`src/rtl/core/sida_pkg.sv`:
```
// ============================================================================
// sida_pkg: shared types and constants for the decimal ASCII converter
// Holds field widths, character codes, the divide-by-ten reciprocal and the
// queue item passed from the front stage to the back stage.
// ============================================================================
package sida_pkg;

    localparam int VALUE_W    = 32;
    localparam int CHAR_W     = 8;
    localparam int DIGIT_W    = 4;
    localparam int MAX_DIGITS = 10;

    // digit counter holds 0..MAX_DIGITS, digit index holds 0..MAX_DIGITS-1
    localparam int CNT_W = $clog2(MAX_DIGITS + 1);
    localparam int IDX_W = (MAX_DIGITS > 1) ? $clog2(MAX_DIGITS) : 1;

    localparam int QUEUE_DEPTH = 2;
    localparam int QPTR_W      = (QUEUE_DEPTH > 1) ? $clog2(QUEUE_DEPTH) : 1;
    localparam int QCNT_W      = $clog2(QUEUE_DEPTH + 1);

    localparam logic [CHAR_W-1:0] CHAR_MINUS = 8'd45;
    localparam logic [CHAR_W-1:0] CHAR_ZERO  = 8'd48;

    // floor(x / 10) == (x * RECIP_TEN) >> RECIP_SHIFT for every 32-bit x
    localparam logic [63:0] RECIP_TEN   = 64'h0000_0000_CCCC_CCCD;
    localparam int          RECIP_SHIFT = 35;

    typedef struct packed {
        logic               neg;
        logic [VALUE_W-1:0] mag;
    } item_t;

endpackage

```
`src/rtl/core/sida_front.sv`:
```
// ============================================================================
// sida_front: input stage
// Accepts a signed value, splits it into sign and unsigned magnitude, and
// holds the classified item until the queue takes it.
// ============================================================================
module sida_front (
    input  logic                                clk,
    input  logic                                rst_n,
    input  logic                                push,
    output logic                                full,
    input  logic signed [sida_pkg::VALUE_W-1:0] value,
    output logic                                item_valid,
    output sida_pkg::item_t                     item,
    input  logic                                item_ready
);
    import sida_pkg::*;

    logic  valid_reg;
    logic  valid_next;
    item_t item_reg;
    item_t item_next;
    logic  accept;

    assign full   = valid_reg && !item_ready;
    assign accept = push && !full;

    always_comb
    begin
        valid_next = valid_reg;
        item_next  = item_reg;
        if (valid_reg && item_ready)
        begin
            valid_next = 1'b0;
        end
        if (accept)
        begin
            valid_next    = 1'b1;
            item_next.neg = value[VALUE_W-1];
            // unsigned negate: the most negative value maps to 2^31
            item_next.mag = value[VALUE_W-1] ? (VALUE_W'(0) - VALUE_W'(value))
                                             : VALUE_W'(value);
        end
    end

    always_ff @(posedge clk or negedge rst_n)
    begin
        if (!rst_n)
        begin
            valid_reg <= 1'b0;
        end
        else
        begin
            valid_reg <= valid_next;
        end
    end

    always_ff @(posedge clk)
    begin
        item_reg <= item_next;
    end

    assign item_valid = valid_reg;
    assign item       = item_reg;

endmodule

```
`config.mk`:
```
export PLATFORM = sky130hd
export DESIGN_NAME = sida_front
export DESIGN_NICKNAME = d
export VERILOG_FILES = /design/src/rtl/core/sida_pkg.sv /design/src/rtl/core/sida_front.sv
export SDC_FILE = /design/constraint.sdc
export NUM_CORES = 1
export LEC_CHECK = 0
export BUFFER_PORTS_ARGS = -buffer_cell sky130_fd_sc_hd__buf_4
export CAP_MARGIN = 20
export CORE_ASPECT_RATIO = 1.75
export CORE_MARGIN = 4
export CORE_UTILIZATION = 45
export CTS_CLUSTER_SIZE = 16
export DETAILED_ROUTE_END_ITERATION = 12
export PLACE_DENSITY = 0.75
export SYNTH_ARGS = -nofsm -noshare
export SYNTH_HDL_FRONTEND = slang
export SYNTH_SLANG_ARGS = --single-unit
```
`constraint.sdc`:
```
create_clock -name clk -period 2 [get_ports clk]
set_clock_uncertainty 0.1 [all_clocks]
set_input_delay 0.6 -clock clk [delete_from_list [all_inputs] [get_ports clk]]
set_output_delay 0.6 -clock clk [all_outputs]
set_load 0.03 [all_outputs]
```
==> results.cfg <==
[run_status]
outcome = completed

[placed_design]
pre_cts_ws_ns = -0.2790
dp_hpwl_um = 3479
place_inst = 287
gp_congestion = 0.8330
port_buffers = 70

[global_routing]
overflow = 0
grt_max_degree = 34
grt_antenna_before_repair = 0
grt_pass1_wl_um = 7307
grt_use_total = 0.1855
grt_pass1_vias = 1567

[power_and_ir_drop]
switching_share = 0.2708
peakVddDrop_mv = 0.4790
combPwrFrac = 0.251
clkPwrFrac = 0.278
seq_power_share = 0.471
powerDensity_nw_per_um2 = 650.3
p_leak_nw = 1.144
power.switching_mw = 0.4972
p_int_mw = 1.339

[layout]
area_growth_pct = 56.19
final_cell_mix = 106 x buf_4, 33 x edfxtp_1, 29 x xnor2_1
final_common_cell = buf_4
seqCellArea_um2 = 1016
finish.utilization = 0.7304
fillers = 273
drive_gt1_frac = 0.5323
diodes = 0
instances_no_fill = 296
nets = 285
largest_reg_flops = 33
multiInputGateArea_um2 = 819.5

[floorplan]
start_util = 0.4676
ios = 71
core_um2 = 3866
rows = 30
die_w_um = 55.92
dieArea_um2 = 5136
die_y_um = 91.85

[cts]
cts_max_path_buffers = 2
cts_setup_buffers = 0
numCtsBuffers = 5
worstSkewPairLatency_ns = 0.28
clock-sinks = 34
cts.reportedPaths.clkPinSlew_ns = 0.07
tritoncts = built
ctsHtreeMaxLevel = 2
clockRootBuffer = clkbuf_8

[setup_path]
cp-startpoint = value[9]
critPathKind = in2reg
r2r-start = item_valid
cp.arrival_ns = 1.89
cp.depth = 5
critPathMaxStageDelay_ns = 0.40
crit_path_start_kind = primary input
slowest_stage = o41ai_2
rr_worst_depth = 2
cp_max_fo = 6
worstPathRequired_ns = 1.93
endpoint_kind = register
worst-path-buf-inv = 1
path_delay_family = simple AND/OR/NAND/NOR gates
crit_chain = buf_4 -> nor4_4 -> nand4_2 -> o41ai_2 -> xnor2_1

[synth]
yosysWarnings = 0
ys_seq_elements = 34
ys_seq_area_frac = 0.5619
ys_types = 28
syn-num-nets = 173
synth.avg_cell_area_um2 = 13.39
synthesis.area_um2 = 1808
syn_inst = 135

[route]
firstDrtPassIters = 4
drc = 0
via_per_inst = 5.132
drt_iter0_drc = 12
finalWirelength_um = 4476
vias = 1519
wl_per_cell_um = 15.12
antenna_left = 0

[sta]
max-slew-margin-rel = 0.5034
setup_ws_ns = 0.04511
setup_viol = 0
fmax_ghz = 0.5115
hold_slack_ns = 0.4089
grt_setup_unrepaired = yes
maxSlewViolCount = 0
min_period_ns = 1.955
final-hold-violation-count = 0
worstMarginPinSlew_ns = 0.7449
post-route-period-util = 0.9774

[hold_path]
hold_path.class = in2reg
hold_depth = 2
hp-start = push

[run]
maxCapViolCount = 0
-- cell usage after synthesis --
cell type / number / area share
edfxtp_1: 33 / 0.55
xnor2_1: 29 / 0.14
nand2_1: 12 / 0.025
o31ai_1: 10 / 0.042
o21ai_0: 8 / 0.022
o41ai_2: 6 / 0.054
nor2_1: 5 / 0.010
inv_1: 3 / 0.0062
nand2b_1: 3 / 0.010
buf_1: 2 / 0.0042
ha_1: 2 / 0.014
nor3_1: 2 / 0.0055
nor4_1: 2 / 0.0069
nor4_4: 2 / 0.024
or3_1: 2 / 0.0069
or4_1: 2 / 0.0083
and2_1: 1 / 0.0035
clkbuf_1: 1 / 0.0021
dfrtp_1: 1 / 0.014
nand3_1: 1 / 0.0028
nand3b_1: 1 / 0.0042
nand4_1: 1 / 0.0035
nand4_2: 1 / 0.0069
nand4_4: 1 / 0.012
nor4_2: 1 / 0.0069
o31ai_2: 1 / 0.0069
o41ai_1: 1 / 0.0048
or4b_1: 1 / 0.0055
-- final cells by class --
type | instances | share of cell area
clock buffers | 7 | 0.03057
clock inverters | 1 | 0.001772
inverters | 3 | 0.003988
multi-input cells | 95 | 0.2902
flip-flops and latches | 34 | 0.3598
well taps | 48 | 0.02127
repair buffers | 108 | 0.2924
-- through the flow --
step | total power [mW] | cell area [µm²] | TNS, ns
CTS | 1.844 | 2775 | 0
detailed placement | 1.335 | 2674 | -3.829
finish | 1.836 | 2824 | 0
global placement | 1.322 | 2674 | -3.410
floorplan | 1.096 | 1809 | -0.05449
global route | 1.925 | 2824 | -0.008416
-- worst paths after layout --
check                                  end  slack (ns)
min in group asynchronous       item_valid        0.52
worst min-delay path            item_valid        0.41
worst max-delay path              item[28]        0.05
worst max register to register    item[12]        0.38
max in group asynchronous       item_valid        1.20
worst min register to register  item_valid        0.44
-- metal layers --
layer  vias to the layer above  share of wire  track usage
met5                         -              0            0
met4                         0          0.036      0.09307
met2                        54           0.58       0.3617
met1                       712           0.32       0.1655
met3                        15          0.066      0.05493
li1                        738              -            -
-- power by group through the flow --
stage	clock network [mW]	logic [mW]	registers [mW]
after detailed placement	0	0.455	0.880
after CTS	0.521	0.457	0.866
after global placement	0	0.444	0.878
after global routing	0.562	0.492	0.870
final	0.511	0.460	0.865
after floorplan	0	0.118	0.979
-- what timing repair did --
item | CTS | global route
hold buffers | 1 | 0
pin swaps | 1 | 0
endpoints found under the hold margin | 1 | 0
setup endpoints to repair | 1 | 7
gates resized for setup | 0 | 7
-- cells by family (layout without fill, tap and decap cells) --
group,count (synthesis),count (layout),share of synthesized area
flops,34,34,0.5619
xor+xnor,29,29,0.1405
simple gates,38,38,0.1419
compound gates,26,26,0.1294
fa+ha+maj,2,2,0.01384
buf+inv,6,119,0.01246
Note: power is estimated with default switching activity, not from simulation.
