==> config.mk <==
export PLATFORM = sky130hd
export DESIGN_NAME = sida_queue
export DESIGN_NICKNAME = d
export VERILOG_FILES = /design/src/rtl/core/sida_pkg.sv /design/src/rtl/core/sida_queue.sv
export SDC_FILE = /design/constraint.sdc
export NUM_CORES = 1
export LEC_CHECK = 0
export ABC_AREA = 0
export BUFFER_PORTS_ARGS = -buffer_cell sky130_fd_sc_hd__buf_2
export CELL_PAD_IN_SITES_DETAIL_PLACEMENT = 2
export CELL_PAD_IN_SITES_GLOBAL_PLACEMENT = 2
export CORE_MARGIN = 4
export CORE_UTILIZATION = 39
export CTS_BUF_LIST = sky130_fd_sc_hd__clkbuf_2 sky130_fd_sc_hd__clkbuf_4 sky130_fd_sc_hd__clkbuf_8
export DETAILED_ROUTE_END_ITERATION = 8
export HOLD_SLACK_MARGIN = 0.06
export PLACE_DENSITY_LB_ADDON = 0.3
export SYNTH_ARGS = -nofsm -noshare
export SYNTH_HDL_FRONTEND = slang
export SYNTH_SLANG_ARGS = --single-unit
==> constraint.sdc <==
create_clock -name clk -period 3.2 [get_ports clk]
set_input_delay 0.96 -clock clk [delete_from_list [all_inputs] [get_ports clk]]
set_output_delay 0.96 -clock clk [all_outputs]
set_load 0.05 [all_outputs]
==> src/rtl/core/sida_pkg.sv <==
// ============================================================================
// sida_pkg: shared types and constants for the decimal ASCII converter
// Holds field widths, character codes, the divide-by-ten reciprocal and the
// queue item passed from the front stage to the back stage.
// ============================================================================
package sida_pkg;

    localparam int VALUE_W    = 32;
    localparam int CHAR_W     = 8;
    localparam int DIGIT_W    = 4;
    localparam int MAX_DIGITS = 10;

    // digit counter holds 0..MAX_DIGITS, digit index holds 0..MAX_DIGITS-1
    localparam int CNT_W = $clog2(MAX_DIGITS + 1);
    localparam int IDX_W = (MAX_DIGITS > 1) ? $clog2(MAX_DIGITS) : 1;

    localparam int QUEUE_DEPTH = 2;
    localparam int QPTR_W      = (QUEUE_DEPTH > 1) ? $clog2(QUEUE_DEPTH) : 1;
    localparam int QCNT_W      = $clog2(QUEUE_DEPTH + 1);

    localparam logic [CHAR_W-1:0] CHAR_MINUS = 8'd45;
    localparam logic [CHAR_W-1:0] CHAR_ZERO  = 8'd48;

    // floor(x / 10) == (x * RECIP_TEN) >> RECIP_SHIFT for every 32-bit x
    localparam logic [63:0] RECIP_TEN   = 64'h0000_0000_CCCC_CCCD;
    localparam int          RECIP_SHIFT = 35;

    typedef struct packed {
        logic               neg;
        logic [VALUE_W-1:0] mag;
    } item_t;

endpackage

==> src/rtl/core/sida_queue.sv <==
// ============================================================================
// sida_queue: short item queue
// Decouples the front stage from the back stage so each can stall alone.
// ============================================================================
module sida_queue (
    input  logic            clk,
    input  logic            rst_n,
    input  logic            wr_en,
    input  sida_pkg::item_t wr_item,
    output logic            q_full,
    input  logic            rd_en,
    output sida_pkg::item_t rd_item,
    output logic            q_empty
);
    import sida_pkg::*;

    item_t              entries_reg [QUEUE_DEPTH];
    logic [QPTR_W-1:0]  wr_ptr_reg;
    logic [QPTR_W-1:0]  rd_ptr_reg;
    logic [QCNT_W-1:0]  count_reg;
    logic               do_wr;
    logic               do_rd;

    assign q_full  = (count_reg == QCNT_W'(QUEUE_DEPTH));
    assign q_empty = (count_reg == '0);
    assign do_wr   = wr_en && !q_full;
    assign do_rd   = rd_en && !q_empty;
    assign rd_item = entries_reg[rd_ptr_reg];

    function automatic logic [QPTR_W-1:0] ptr_inc(input logic [QPTR_W-1:0] p);
        ptr_inc = (p == QPTR_W'(QUEUE_DEPTH - 1)) ? '0 : p + QPTR_W'(1);
    endfunction

    always_ff @(posedge clk or negedge rst_n)
    begin
        if (!rst_n)
        begin
            wr_ptr_reg <= '0;
            rd_ptr_reg <= '0;
            count_reg  <= '0;
        end
        else
        begin
            if (do_wr)
            begin
                wr_ptr_reg <= ptr_inc(wr_ptr_reg);
            end
            if (do_rd)
            begin
                rd_ptr_reg <= ptr_inc(rd_ptr_reg);
            end
            if (do_wr && !do_rd)
            begin
                count_reg <= count_reg + QCNT_W'(1);
            end
            else if (do_rd && !do_wr)
            begin
                count_reg <= count_reg - QCNT_W'(1);
            end
        end
    end

    always_ff @(posedge clk)
    begin
        if (do_wr)
        begin
            entries_reg[wr_ptr_reg] <= wr_item;
        end
    end

endmodule

==> results.ini <==
[clock_tree]
cts_root_buf=clkbuf_8
htreeDepth=3
cts_hold_buf=0
clk_pin_slew_ps=70
cts_tree=yes
cts_made_buffers=9
post_cts_resized=0
cts_sinks=70
clk_latency_ps=340
post-cts-setup-buffer-count=0
clk_path_buf_depth=2

[cells_and_area]
largest_reg_flops=66
drive_above_1_share_pct=60.1
regArea_mm2=0.00208
post-route-util_pct=50.3
antennaDiodeCount=0
multi_input_area_um2=578
fillers=624
fin_nets=241
instances_no_fill=304
synthToLayoutAreaGrowth_pct=25.3

[yosys]
ys_types=15
netlist_top_cells_count=edfxtp_1 (66), mux2_4 (29), dfrtp_1 (4), mux2_2 (4)
syn_area_mm2=0.00273
async_flop_share_pct=5.71
synth_most_common_cell=edfxtp_1
synthSimpleGateAreaFrac_pct=1.01
synth_top_family_by_area=multiplexers
yosys_most_used_dff=edfxtp_1
ys_seq_area_share_pct=76.3
synth_nets=160
synth_seq_cells=70
synth-adder-area-share_pct=0.458
synth_edf_count=66
syn_inst=122
synthMuxAreaShare_pct=17.6
synthTopCellsByArea=edfxtp_1 (73%), mux2_4 (16%), dfrtp_1 (3.7%)
synth-compound-area-share_pct=0.183
yosys.area.top_type=edfxtp_1
yosys.area.top_type_share_pct=72.6
synth_xor_area_share_pct=1.60
avgSynthCellArea_um2=22.4
yosys_warnings=0

[global_routing]
grt_start_max_net_pins=34
antenna_found_initial=0
track_usage_pct=13.9
overflow=0
grt_pass1_vias=1668
grt_pass1_wl_mm=8.51

[place]
pre_cts_ws_ps=983
dp_hpwl_mm=3.75
portBuffers=71
gp_congestion=0.654
dp.cells=288

[worst_setup_path]
required_ps=2240
r2r_setup_slack_ps=1420
critPathMaxFanout=18
cp_num_buf_inv=2
crit_chain=buf_4 > mux2_2 > buf_2
worstPathArrival_ps=1610
r2r_start=count_reg[0]$_DFFE_PN0P_
worstSetupStartpoint=rd_ptr_reg$_DFFE_PN0P_
slowest_delay_ps=370
crit_slowest_cell=mux2_2
end_kind=output pin
worstSetupStartpointType=register
critPathKind=register to output pin
crit_family=buffers and inverters

[power_and_ir_drop]
total_power_w=0.00386
swShare_pct=40.0
clock_power_share_pct=22.1
p_per_area_mw_per_mm2=1130
power_frac_seq_pct=34.8
leakage_nw=1.39
share_comb_of_total_power_pct=43.1
internal-power_w=0.00231
vdd.ir_drop.worst_mv=0.509
p_sw_w=0.00154

[route]
drt.antenna.violating_nets=0
wl_mm=5.44
wl_per_cell_um=17.9
drcViolationCount=0
num_vias=1368
dr.pass1.iters=5
vias_per_cell=4.50
drt_iter0_markers=85

[sta]
rsz0062_at_grt=false
final_max_slew_viol_count=0
slew_headroom_pct=44.8
fmax_mhz=389
worstMarginPinSlew_ps=828
report.final.setup_viol=0
tns_ps=0
fin_skew_ps=8.27
fin_crit_sh_pct=80.3
postLayoutSetupSlackWorst_ps=630
hold_viol_final=0
fin_crit_ps=2570

[die]
fp.dieH_um=91.7
num_rows=30
core_mm2=0.00679
pin_count=72
die_x_um=91.7
start_util_pct=40.2
dieArea_mm2=0.00840

[hold_path]
hp-class=input port to async pin

[outcome]
outcome=completed

[flow_run]
max_cap_viol_count=0

[metrics by stage]
| stage | hold slack, ps | area [µm²] |
|---|---|---|
| floorplan | 461 | 2730 |
| detailed placement | 529 | 3180 |
| global placement | 514 | 3180 |
| global route | 391 | 3420 |
| finish | 411 | 3420 |
| CTS | 393 | 3420 |
[cells by family after synthesis]
group,count (synthesis)
AO/OA/AOI/OAI,1
multiplexers,33
XOR/XNOR,5
adder cells (fa/ha/maj),1
AND/OR/NAND/NOR,6
flip-flops,70
buffers and inverters,6
[path summary, 6_finish.rpt]
check	cells after the start	endpoint
max reg2reg	4	entries_reg[0][20]$_DFFE_PP_
min in group clk	1	count_reg[1]$_DFFE_PN0P_
max	3	rd_item[15]
max in group asynchronous	1	rd_ptr_reg$_DFFE_PN0P_
min reg2reg	1	count_reg[1]$_DFFE_PN0P_
min	1	wr_ptr_reg$_DFFE_PN0P_
[final cells by class]
type | count | share of cell area [%]
Sequential cell | 70 | 60.9
Inverter | 2 | 0.219
Multi-Input combinational cell | 46 | 16.9
Clock buffer | 10 | 3.84
Tap cell | 96 | 3.51
Timing Repair Buffer | 74 | 11.4
Clock inverter | 6 | 3.22
[cell usage in the layout, fill, tap and decap left out, types with 2 or more instances in the layout]
| cell type | n |
|---|---|
| edfxtp_1 | 66 |
| clkbuf_8 | 9 |
| dfrtp_1 | 3 |
| buf_2 | 71 |
| xor2_1 | 2 |
| mux2_2 | 4 |
| buf_4 | 2 |
| bufinv_16 | 3 |
| mux2_4 | 29 |
| xnor2_1 | 3 |
| nor2_1 | 2 |
| inv_1 | 2 |
[routing by layer]
metal,global-route usage (%),share of wire (%),vias to the layer above
li1,-,-,630
met1,14.8,39,674
met2,24.0,52,52
met3,4.59,6.8,12
met4,7.91,2.3,0
met5,0,0,-
[power groups by stage]
| stage | clock network (W) | registers [W] | logic, W |
|---|---|---|---|
| 2_1_floorplan | 0 | 0.00133 | 0.00142 |
| 3_3_place_gp | 0 | 0.00134 | 0.00163 |
| 3_5_place_dp | 0 | 0.00136 | 0.00168 |
| 4_1_cts | 0.000881 | 0.00135 | 0.00169 |
| 5_1_grt | 0.000919 | 0.00137 | 0.00175 |
| 6_report | 0.000852 | 0.00134 | 0.00166 |
No activity file was read; power rests on OpenSTA's default activity.
